--- src/hw/rtl/imtag_pkg.sv ---
// Shared types, constants and helpers of the im2col tap address generator.
package imtag_pkg;

  // Largest kernel height or width that the generator walks.
  localparam int MAX_KERNEL = 7;

  localparam int CFG_DW = 18;
  localparam int CFG_IW = 3;

  // Configuration register indexes.
  typedef enum logic [CFG_IW-1:0] {
    REG_SRC_HEIGHT   = 3'd0,
    REG_SRC_WIDTH    = 3'd1,
    REG_SRC_CHANNELS = 3'd2,
    REG_KERNEL_SHAPE = 3'd3,
    REG_STEP_SHAPE   = 3'd4,
    REG_PADDING      = 3'd5,
    REG_ROW_LENGTH   = 3'd6
  } reg_idx_t;

  // Decoded configuration as the datapath sees it.
  typedef struct packed {
    logic [11:0] src_height;
    logic [11:0] src_width;
    logic [12:0] src_channels;
    logic [2:0]  kernel_y;
    logic [2:0]  kernel_x;
    logic [3:0]  stride_y;
    logic [3:0]  stride_x;
    logic [3:0]  dil_y;
    logic [3:0]  dil_x;
    logic [3:0]  pad_y;
    logic [3:0]  pad_x;
    logic [17:0] row_length;
  } cfg_t;

  typedef enum logic [2:0] {
    ST_IDLE,
    ST_ROW,
    ST_MULT,
    ST_TAP,
    ST_PAD,
    ST_FLUSH
  } state_t;

  // Commands from the controller to the datapath.
  typedef struct packed {
    logic load;
    logic row_zero;
    logic row_enter;
    logic tap_start;
    logic tap_emit;
    logic row_adv;
    logic pad_emit;
    logic flush;
  } cmd_t;

  // Status from the datapath to the controller.
  typedef struct packed {
    logic ky_done;
    logic row_inside;
    logic kxs_zero;
    logic kx_last;
    logic pad_needed;
    logic gen_ok;
    logic pend_valid;
    logic out_free;
  } sts_t;

  function automatic logic [2:0] sat_kernel(input logic [2:0] k);
    logic [2:0] r;
    r = (int'(k) > MAX_KERNEL) ? 3'(MAX_KERNEL) : k;
    return r;
  endfunction

endpackage

--- src/hw/rtl/imtag_cfg.sv ---
// Configuration register file of the im2col tap address generator.
module imtag_cfg (
  input  logic                                clk,
  input  logic                                rst_n,
  input  logic                                cfg_we,
  input  logic [imtag_pkg::CFG_IW-1:0]        cfg_index,
  input  logic [imtag_pkg::CFG_DW-1:0]        cfg_data,
  output imtag_pkg::cfg_t                     cfg
);

  logic [11:0] height_r;
  logic [11:0] width_r;
  logic [12:0] channels_r;
  logic [5:0]  kshape_r;
  logic [15:0] step_r;
  logic [7:0]  padding_r;
  logic [17:0] rowlen_r;

  always_ff @(posedge clk) begin
    if (!rst_n) begin
      height_r   <= 12'd1;
      width_r    <= 12'd1;
      channels_r <= 13'd1;
      kshape_r   <= 6'd9;
      step_r     <= 16'h1111;
      padding_r  <= 8'd0;
      rowlen_r   <= 18'd1;
    end else if (cfg_we) begin
      unique case (cfg_index)
        imtag_pkg::REG_SRC_HEIGHT:   height_r   <= cfg_data[11:0];
        imtag_pkg::REG_SRC_WIDTH:    width_r    <= cfg_data[11:0];
        imtag_pkg::REG_SRC_CHANNELS: channels_r <= cfg_data[12:0];
        imtag_pkg::REG_KERNEL_SHAPE: kshape_r   <= cfg_data[5:0];
        imtag_pkg::REG_STEP_SHAPE:   step_r     <= cfg_data[15:0];
        imtag_pkg::REG_PADDING:      padding_r  <= cfg_data[7:0];
        imtag_pkg::REG_ROW_LENGTH:   rowlen_r   <= cfg_data[17:0];
        default: ;
      endcase
    end
  end

  always_comb begin
    cfg.src_height   = height_r;
    cfg.src_width    = width_r;
    cfg.src_channels = channels_r;
    cfg.kernel_y     = imtag_pkg::sat_kernel(kshape_r[5:3]);
    cfg.kernel_x     = imtag_pkg::sat_kernel(kshape_r[2:0]);
    cfg.stride_y     = step_r[3:0];
    cfg.stride_x     = step_r[7:4];
    cfg.dil_y        = step_r[11:8];
    cfg.dil_x        = step_r[15:12];
    cfg.pad_y        = padding_r[3:0];
    cfg.pad_x        = padding_r[7:4];
    cfg.row_length   = rowlen_r;
  end

endmodule

--- src/hw/rtl/imtag_ctrl.sv ---
// Sequencing state machine of the im2col tap address generator.
module imtag_ctrl (
  input  logic              clk,
  input  logic              rst_n,
  input  logic              in_valid,
  output logic              in_ready,
  input  imtag_pkg::sts_t   sts,
  output imtag_pkg::cmd_t   cmd
);

  imtag_pkg::state_t state_r, state_nxt;

  always_ff @(posedge clk) begin
    if (!rst_n) begin
      state_r <= imtag_pkg::ST_IDLE;
    end else begin
      state_r <= state_nxt;
    end
  end

  always_comb begin
    state_nxt = state_r;
    unique case (state_r)
      imtag_pkg::ST_IDLE: begin
        if (in_valid) state_nxt = imtag_pkg::ST_ROW;
      end
      imtag_pkg::ST_ROW: begin
        if (sts.ky_done) begin
          state_nxt = imtag_pkg::ST_PAD;
        end else if (sts.row_inside && !sts.kxs_zero) begin
          state_nxt = imtag_pkg::ST_MULT;
        end
      end
      imtag_pkg::ST_MULT: state_nxt = imtag_pkg::ST_TAP;
      imtag_pkg::ST_TAP: begin
        if (sts.gen_ok && sts.kx_last) state_nxt = imtag_pkg::ST_ROW;
      end
      imtag_pkg::ST_PAD: begin
        if (!sts.pad_needed || sts.gen_ok) state_nxt = imtag_pkg::ST_FLUSH;
      end
      imtag_pkg::ST_FLUSH: begin
        if (!sts.pend_valid || sts.out_free) state_nxt = imtag_pkg::ST_IDLE;
      end
      default: state_nxt = imtag_pkg::ST_IDLE;
    endcase
  end

  always_comb begin
    cmd      = '0;
    in_ready = 1'b0;
    unique case (state_r)
      imtag_pkg::ST_IDLE: begin
        in_ready = 1'b1;
        cmd.load = in_valid;
      end
      imtag_pkg::ST_ROW: begin
        if (!sts.ky_done) begin
          if (!sts.row_inside) begin
            cmd.row_zero = sts.gen_ok;
            cmd.row_adv  = sts.gen_ok;
          end else if (sts.kxs_zero) begin
            cmd.row_adv = 1'b1;
          end else begin
            cmd.row_enter = 1'b1;
          end
        end
      end
      imtag_pkg::ST_MULT: cmd.tap_start = 1'b1;
      imtag_pkg::ST_TAP: begin
        cmd.tap_emit = sts.gen_ok;
        cmd.row_adv  = sts.gen_ok && sts.kx_last;
      end
      imtag_pkg::ST_PAD: cmd.pad_emit = sts.pad_needed && sts.gen_ok;
      imtag_pkg::ST_FLUSH: cmd.flush = sts.pend_valid && sts.out_free;
      default: ;
    endcase
  end

endmodule

--- src/hw/rtl/imtag_dp.sv ---
// Coordinate, address and command datapath of the im2col tap address generator.
module imtag_dp (
  input  logic              clk,
  input  logic              rst_n,
  input  imtag_pkg::cfg_t   cfg,
  input  imtag_pkg::cmd_t   cmd,
  output imtag_pkg::sts_t   sts,
  input  logic [10:0]       in_out_y,
  input  logic [10:0]       in_out_x,
  input  logic              out_ready,
  output logic              out_valid,
  output logic [17:0]       out_dest_offset,
  output logic [33:0]       out_src_address,
  output logic [17:0]       out_length,
  output logic              out_zero_fill,
  output logic              out_last
);

  logic signed [16:0] sy_r, sy_nxt, sx0_r, sx0_nxt, sx_r, sx_nxt;
  logic [2:0]         ky_r, ky_nxt, kx_r, kx_nxt;
  logic [18:0]        dest_r, dest_nxt;
  logic signed [25:0] pix_r, pix_nxt;
  logic [33:0]        addr_r, addr_nxt;
  logic [15:0]        rowlen_r, rowlen_nxt;
  logic [16:0]        dstep_r, dstep_nxt;

  logic        pend_v_r, pend_v_nxt;
  logic [17:0] pend_dest_r, pend_dest_nxt;
  logic [33:0] pend_addr_r, pend_addr_nxt;
  logic [17:0] pend_len_r, pend_len_nxt;
  logic        pend_zero_r, pend_zero_nxt;

  logic        out_valid_r, out_valid_nxt;
  logic [17:0] out_dest_r, out_dest_nxt;
  logic [33:0] out_addr_r, out_addr_nxt;
  logic [17:0] out_len_r, out_len_nxt;
  logic        out_zero_r, out_zero_nxt;
  logic        out_last_r, out_last_nxt;

  logic [14:0]        ybase_prod, xbase_prod;
  logic signed [16:0] ybase, xbase;
  logic [23:0]        row_prod;
  logic signed [25:0] pix_calc;
  logic signed [39:0] mprod;
  logic               row_inside, col_inside, pad_needed, out_free, gen, move;
  logic [18:0]        pad_len;
  logic [17:0]        g_len;
  logic [33:0]        g_addr;
  logic               g_zero;

  assign ybase_prod = in_out_y * cfg.stride_y;
  assign xbase_prod = in_out_x * cfg.stride_x;
  assign ybase = $signed({2'b00, ybase_prod}) - $signed({13'd0, cfg.pad_y});
  assign xbase = $signed({2'b00, xbase_prod}) - $signed({13'd0, cfg.pad_x});

  // A source row inside the image is below 4096, so 12 bits carry it.
  assign row_prod = sy_r[11:0] * cfg.src_width;
  assign pix_calc = $signed({2'b00, row_prod}) + $signed({{9{sx0_r[16]}}, sx0_r});
  assign mprod    = pix_r * $signed({1'b0, cfg.src_channels});

  assign row_inside = !sy_r[16] && (sy_r[15:0] < {4'd0, cfg.src_height});
  assign col_inside = !sx_r[16] && (sx_r[15:0] < {4'd0, cfg.src_width});
  assign pad_needed = {1'b0, cfg.row_length} > dest_r;
  assign pad_len    = {1'b0, cfg.row_length} - dest_r;

  assign out_free = !out_valid_r || out_ready;
  assign gen      = cmd.row_zero || cmd.tap_emit || cmd.pad_emit;
  assign move     = (gen && pend_v_r) || cmd.flush;

  always_comb begin
    if (cmd.row_zero) begin
      g_len = {2'b00, rowlen_r};
    end else if (cmd.tap_emit) begin
      g_len = {5'd0, cfg.src_channels};
    end else begin
      g_len = pad_len[17:0];
    end
    g_zero = cmd.tap_emit ? !col_inside : 1'b1;
    g_addr = (cmd.tap_emit && col_inside) ? addr_r : 34'd0;
  end

  always_comb begin
    sy_nxt     = sy_r;
    sx0_nxt    = sx0_r;
    sx_nxt     = sx_r;
    ky_nxt     = ky_r;
    kx_nxt     = kx_r;
    dest_nxt   = dest_r;
    pix_nxt    = pix_r;
    addr_nxt   = addr_r;
    rowlen_nxt = rowlen_r;
    dstep_nxt  = dstep_r;
    if (cmd.load) begin
      sy_nxt     = ybase;
      sx0_nxt    = xbase;
      ky_nxt     = 3'd0;
      dest_nxt   = 19'd0;
      rowlen_nxt = 16'(cfg.kernel_x * cfg.src_channels);
      dstep_nxt  = 17'(cfg.dil_x * cfg.src_channels);
    end
    if (cmd.row_adv) begin
      ky_nxt = ky_r + 3'd1;
      sy_nxt = sy_r + $signed({13'd0, cfg.dil_y});
    end
    if (cmd.row_zero) dest_nxt = dest_r + {3'd0, rowlen_r};
    if (cmd.row_enter) pix_nxt = pix_calc;
    if (cmd.tap_start) begin
      addr_nxt = mprod[33:0];
      sx_nxt   = sx0_r;
      kx_nxt   = 3'd0;
    end
    if (cmd.tap_emit) begin
      dest_nxt = dest_r + {6'd0, cfg.src_channels};
      addr_nxt = addr_r + {17'd0, dstep_r};
      sx_nxt   = sx_r + $signed({13'd0, cfg.dil_x});
      kx_nxt   = kx_r + 3'd1;
    end
  end

  always_comb begin
    pend_v_nxt    = pend_v_r;
    pend_dest_nxt = pend_dest_r;
    pend_addr_nxt = pend_addr_r;
    pend_len_nxt  = pend_len_r;
    pend_zero_nxt = pend_zero_r;
    if (gen) begin
      pend_v_nxt    = 1'b1;
      pend_dest_nxt = dest_r[17:0];
      pend_addr_nxt = g_addr;
      pend_len_nxt  = g_len;
      pend_zero_nxt = g_zero;
    end else if (cmd.flush) begin
      pend_v_nxt = 1'b0;
    end

    out_dest_nxt = out_dest_r;
    out_addr_nxt = out_addr_r;
    out_len_nxt  = out_len_r;
    out_zero_nxt = out_zero_r;
    out_last_nxt = out_last_r;
    if (move) begin
      out_valid_nxt = 1'b1;
      out_dest_nxt  = pend_dest_r;
      out_addr_nxt  = pend_addr_r;
      out_len_nxt   = pend_len_r;
      out_zero_nxt  = pend_zero_r;
      out_last_nxt  = cmd.flush;
    end else if (out_ready) begin
      out_valid_nxt = 1'b0;
    end else begin
      out_valid_nxt = out_valid_r;
    end
  end

  always_ff @(posedge clk) begin
    if (!rst_n) begin
      pend_v_r    <= 1'b0;
      out_valid_r <= 1'b0;
    end else begin
      pend_v_r    <= pend_v_nxt;
      out_valid_r <= out_valid_nxt;
    end
  end

  always_ff @(posedge clk) begin
    sy_r        <= sy_nxt;
    sx0_r       <= sx0_nxt;
    sx_r        <= sx_nxt;
    ky_r        <= ky_nxt;
    kx_r        <= kx_nxt;
    dest_r      <= dest_nxt;
    pix_r       <= pix_nxt;
    addr_r      <= addr_nxt;
    rowlen_r    <= rowlen_nxt;
    dstep_r     <= dstep_nxt;
    pend_dest_r <= pend_dest_nxt;
    pend_addr_r <= pend_addr_nxt;
    pend_len_r  <= pend_len_nxt;
    pend_zero_r <= pend_zero_nxt;
    out_dest_r  <= out_dest_nxt;
    out_addr_r  <= out_addr_nxt;
    out_len_r   <= out_len_nxt;
    out_zero_r  <= out_zero_nxt;
    out_last_r  <= out_last_nxt;
  end

  always_comb begin
    sts.ky_done    = (ky_r == cfg.kernel_y);
    sts.row_inside = row_inside;
    sts.kxs_zero   = (cfg.kernel_x == 3'd0);
    sts.kx_last    = (kx_r == (cfg.kernel_x - 3'd1));
    sts.pad_needed = pad_needed;
    sts.gen_ok     = !pend_v_r || out_free;
    sts.pend_valid = pend_v_r;
    sts.out_free   = out_free;
  end

  assign out_valid       = out_valid_r;
  assign out_dest_offset = out_dest_r;
  assign out_src_address = out_addr_r;
  assign out_length      = out_len_r;
  assign out_zero_fill   = out_zero_r;
  assign out_last        = out_last_r;

endmodule

--- src/hw/rtl/im2col_tap_address_generator.sv ---
// Top level of the im2col tap address generator: configuration, controller and datapath.
//
//   Channel   Direction  Handshake            Carries
//   in_       input      in_valid/in_ready    one output position (out_y, out_x)
//   out_      output     out_valid/out_ready  one copy or zero-fill command
//   cfg_      input      cfg_we only          one register write by index
//
// A position is loaded first. Then each kernel row that lies outside the image is zero-filled
// and each row with no taps is skipped; any other row runs the row-times-width and
// pixel-times-channels multiplies and then its taps. Last, the block checks, pads and flushes.
// Reset is synchronous and active low; it restores the register defaults and empties
// the command pipeline. A stalled result channel holds the controller at its next
// command, while the last finished command waits in the output register.
module im2col_tap_address_generator (
  input  logic                           clk,
  input  logic                           rst_n,
  input  logic                           in_valid,
  output logic                           in_ready,
  input  logic [10:0]                    in_out_y,
  input  logic [10:0]                    in_out_x,
  output logic                           out_valid,
  input  logic                           out_ready,
  output logic [17:0]                    out_dest_offset,
  output logic [33:0]                    out_src_address,
  output logic [17:0]                    out_length,
  output logic                           out_zero_fill,
  output logic                           out_last,
  input  logic                           cfg_we,
  input  logic [imtag_pkg::CFG_IW-1:0]   cfg_index,
  input  logic [imtag_pkg::CFG_DW-1:0]   cfg_data
);

  imtag_pkg::cfg_t cfg;
  imtag_pkg::cmd_t cmd;
  imtag_pkg::sts_t sts;

  // Register file; writes are only expected while no transaction is in flight.
  imtag_cfg u_cfg (
    .clk       (clk),
    .rst_n     (rst_n),
    .cfg_we    (cfg_we),
    .cfg_index (cfg_index),
    .cfg_data  (cfg_data),
    .cfg       (cfg)
  );

  // The controller walks kernel rows and taps and issues one command at a time.
  imtag_ctrl u_ctrl (
    .clk      (clk),
    .rst_n    (rst_n),
    .in_valid (in_valid),
    .in_ready (in_ready),
    .sts      (sts),
    .cmd      (cmd)
  );

  // The datapath keeps one command pending so that the final one of a position
  // can be marked as last before it is handed to the output register.
  imtag_dp u_dp (
    .clk             (clk),
    .rst_n           (rst_n),
    .cfg             (cfg),
    .cmd             (cmd),
    .sts             (sts),
    .in_out_y        (in_out_y),
    .in_out_x        (in_out_x),
    .out_ready       (out_ready),
    .out_valid       (out_valid),
    .out_dest_offset (out_dest_offset),
    .out_src_address (out_src_address),
    .out_length      (out_length),
    .out_zero_fill   (out_zero_fill),
    .out_last        (out_last)
  );

endmodule

--- config.mk ---
export PLATFORM = sky130hd
export DESIGN_NAME = im2col_tap_address_generator
export DESIGN_NICKNAME = d
export VERILOG_FILES = /design/src/hw/rtl/imtag_pkg.sv /design/src/hw/rtl/imtag_cfg.sv /design/src/hw/rtl/imtag_ctrl.sv /design/src/hw/rtl/imtag_dp.sv /design/src/hw/rtl/im2col_tap_address_generator.sv
export SDC_FILE = /design/constraint.sdc
export NUM_CORES = 2
export LEC_CHECK = 0
export BUFFER_PORTS_ARGS = -buffer_cell sky130_fd_sc_hd__buf_2
export CAP_MARGIN = 20
export CORE_ASPECT_RATIO = 1.25
export CORE_MARGIN = 2
export CORE_UTILIZATION = 39
export DETAILED_ROUTE_END_ITERATION = 10
export PLACE_DENSITY_LB_ADDON = 0.08
export SETUP_SLACK_MARGIN = 0.05
export SLEW_MARGIN = 20
export SYNTH_ARGS = -nofsm -noshare
export SYNTH_HDL_FRONTEND = slang
export SYNTH_SLANG_ARGS = --single-unit
--- constraint.sdc ---
create_clock -name clk -period 16.4 [get_ports clk]
set_input_delay 2.46 -clock clk [delete_from_list [all_inputs] [get_ports clk]]
set_output_delay 2.46 -clock clk [all_outputs]
set_load 0.02 [all_outputs]
==> metrics.sh <==
FINAL_HOLD_VIOL_COUNT=0
IO_PINS=122
FINAL_MAX_SLEW_VIOL_COUNT=0
SYNTH_AREA_MM2=0.04049
P_LEAK_nW=19.56
SYN2LAYOUT_AREA_GROWTH_PCT=8.689
POSTCTSSETUPBUFFERS=0
CRITPATHSLOWESTCELL='dfxtp_1'
DETAILEDPLACEMENTHPWL_MM=78.41
FINALSETUPVIOLATIONS=0
CPLARGESTDELAYFAMILY='adder cells'
DRT-PASS1-ITER-COUNT=5
FIN_CELLS=5660
NUMPLACEDINSTANCES=5571
TRITONCTS.NUM_BUFFERS=48
PEAKVDDDROP_mV=0.07574
CRITICAL_PATH_BUF_INV_COUNT=4
DETAILROUTE.VIA_COUNT=28430
TOTALWIRELENGTH_MM=101.5
DP_WORST_SETUP_SLACK_NS=8.975
INITIAL_ANTENNA_VIOLATION_COUNT=2
WORST_EP_ARRIVAL_TIME_NS=7.74
DIEHEIGHT_UM=364.3
CLKTRANSATPATHREGS_NS=0.07
ANTENNA_CELLS=0
DRT_ITER0_MARKERS=1328
FINALCLOCKSKEW_NS=0.03091
START_UTIL=0.3923
YS_DOMINANT_REG_CELL='edfxtp_1'
HTREE_LEVELS=2
OUTCOME='finished clean'
REGAREA_MM2=0.01114
GP_CONGESTION=0.8193
CTS_HOLD_BUF=0
VIAS_PER_CELL=5.023
POSTROUTEANTENNANETS=0
PORT_BUFFERS=121
ASYNC_FLOP_SHARE=0
PATH_CLASS='register to register'
WORST-PATH-MAX-FANOUT=21
TIMING.CRITICAL_PATH.MODE_CELL='fa_1'
ENDPOINT_KIND='register'
CTS_TREE='done'
POWER_PER_CELL_AREA_mW_PER_MM2=94.43
FILLER_CELL_COUNT=10190
FIN_TNS_SETUP_NS=0
SYNTHESIS.INSTANCES=4248
HOLD_CLASS='register to register'
RSZ0062_AT_GRT='false'
GRT_PASS1_VIAS=29610
CLOCK_TREE.BUFFER_DEPTH=3
WORST_SLEW_PIN_SLEW_NS=1.044
DRC=0
FLOORPLAN.DIE.WIDTH_UM=292.2
FINALWORSTPATHREQUIREDPERIOD_NS=7.421
SYNTH.NET_COUNT=5117
MAX_SLEW_MARGIN=0.3038
FLOORPLAN.DIE_AREA_MM2=0.1064
LAYOUT.CORE_UTILIZATION=0.4264
CRITPATHREQUIREDTIME_NS=16.72
YS_WARN_COUNT=0
SYNTH_EDF_COUNT=311
WORSTSKEWPAIRLATENCY_NS=0.62
GLOBALROUTE.TOTALOVERFLOW=0
WL_PER_CELL_UM=17.93
POST-ROUTE-WORST-SETUP-SLACK_NS=8.979
CRIT_PATH_CELL_TRACE='buf_4 > nand2_1 > fa_1 > inv_1 > fa_1 > fa_1 > inv_1 > fa_1 > fa_1 > inv_1 > fa_1 > ha_1 > a2111o_1 > a2111oi_0 > nor3_1 > a21oi_2 > o41a_1 > o211ai_1 > a31oi_1 > xnor2_1 > mux2i_1'
GRT_FIRST_PASS_WIRELENGTH_MM=162.9
CRITPATHMAXSTAGEDELAY_NS=0.92
CORE_AREA_MM2=0.1032
GRT_MAX_DEGREE=88
MAX_CLOCK_FREQ_GHz=0.1348
SYNTH-SEQ-CELLS=401
PLACE_AREA_MM2=0.04242
AREA_USED_BY_MULTI_INPUT_COMBINATIONAL_LOGIC_MM2=0.02653
FINAL_NET_COUNT=5150
CLOCK-SINKS=401
POST_ROUTE_CELLS_DRIVE_ABOVE_1_SHARE=0.06227
SYNTH.LIB_CELLS_USED.DISTINCT=73
CORE.ROWCOUNT=132
SYN_AVG_CELL_AREA_UM2=9.532
FINISH.INSTANCE_AREA_MM2=0.04401
CTS_RESIZED=0
CLOCK_ROOT_BUFFER='clkbuf_16'
FINAL_MIN_PERIOD_OVER_CLOCK_PERIOD=0.4525
GRTUSAGETOTAL=0.1939
TIMING.MAX_CAP.VIOLATIONS=0
SEQ_AREA_FRAC_SYNTH=0.2751
STARTPOINT_TYPE='register'
sequential cells by signal (all words and copies together) (netlist names), 17 cells and up:
name / count
u_cfg.rowlen_r: 18
u_dp.sy_r: 17
u_dp.pix_r: 26
u_dp.addr_r: 34
u_dp.out_dest_offset: 18
u_dp.sx_r: 17
u_dp.pend_dest_r: 18
u_dp.pend_len_r: 18
u_dp.dest_r: 19
u_dp.pend_addr_r: 34
u_dp.out_length: 18
u_dp.dstep_r: 17
u_dp.out_src_address: 34
logic make-up after synthesis:
| kind of cell | count (synthesis) | share of synthesized area |
|---|---|---|
| flops | 401 | 0.2751 |
| xor+xnor | 235 | 0.05083 |
| simple gates | 1400 | 0.1633 |
| compound gates | 617 | 0.09925 |
| buf+inv | 763 | 0.07082 |
| fa+ha+maj | 821 | 0.3379 |
| mux | 11 | 0.002781 |
cell usage in the layout, fill, tap and decap left out, types with 90 or more instances in the layout:
cell and instances:
a21oi_1 161, and2_1 332, fa_1 454, buf_2 121
o21ai_0 113, xnor2_1 155, inv_1 591, edfxtp_1 311
dfxtp_1 90, nand2_1 654, ha_1 367, nor2_1 154
metrics by stage:
step / total power, mW / hold WS, ns
floorplan: 2.666 / 0.4003
global placement: 3.109 / 0.4005
detailed placement: 3.109 / 0.4045
CTS: 4.208 / 0.4178
global route: 4.463 / 0.4190
finish: 4.156 / 0.4170
metal layers:
| metal | share of wire | GRT usage | vias up |
|---|---|---|---|
| li1 | - | - | 13880 |
| met1 | 0.45 | 0.2504 | 13990 |
| met2 | 0.49 | 0.3439 | 423 |
| met3 | 0.035 | 0.02347 | 143 |
| met4 | 0.026 | 0.04912 | 4 |
| met5 | 0.00026 | 0 | - |
Yosys cell counts, types with 16 or more instances:
cell	n	area share
nor3_1	63	0.0078
o22ai_1	16	0.0025
fa_1	454	0.22
and3_1	24	0.0037
o21bai_1	28	0.0052
a21o_1	70	0.013
ha_1	367	0.11
clkbuf_1	163	0.015
nand2_1	654	0.061
nor2_1	155	0.014
nor2b_1	34	0.0053
nand3_1	60	0.0074
a31oi_1	23	0.0036
o21ai_0	113	0.014
inv_1	593	0.055
o21a_1	23	0.0043
a21oi_1	163	0.020
a21boi_0	79	0.015
dfxtp_1	90	0.044
nand2b_1	27	0.0042
and2_1	332	0.051
xnor2_1	155	0.034
xor2_1	80	0.017
edfxtp_1	311	0.23
a211oi_1	18	0.0033
area by class of cell:
type                            instances  share of cell area
Multi-Input combinational cell       3084              0.6029
Sequential cell                       401              0.2531
Inverter                              593             0.05058
Tap cell                             1340             0.03810
Clock buffer                           60             0.02948
Timing Repair Buffer                  153             0.01922
Clock inverter                         29            0.006596
path summary, 6_finish.rpt:
check | start | to | slack (ns) | cells after the start
max | u_cfg.channels_r[3] | u_dp.addr_r[33] | 8.98 | 21
min | u_dp.pend_addr_r[12] | u_dp.out_src_address[12] | 0.42 | 0
max reg2reg | u_cfg.channels_r[3] | u_dp.addr_r[33] | 8.98 | 21
min reg2reg | u_dp.pend_addr_r[12] | u_dp.out_src_address[12] | 0.42 | 0
power breakdown:
group / leakage, nW / switching [mW] / total, mW / internal (mW)
Clock: 0.749 / 0.457 / 1.07 / 0.614
Sequential: 3.64 / 0.174 / 1.54 / 1.37
Combinational: 15.2 / 0.919 / 1.55 / 0.626
Total: 19.6 / 1.55 / 4.16 / 2.61
No activity file was read; power rests on OpenSTA's default activity.
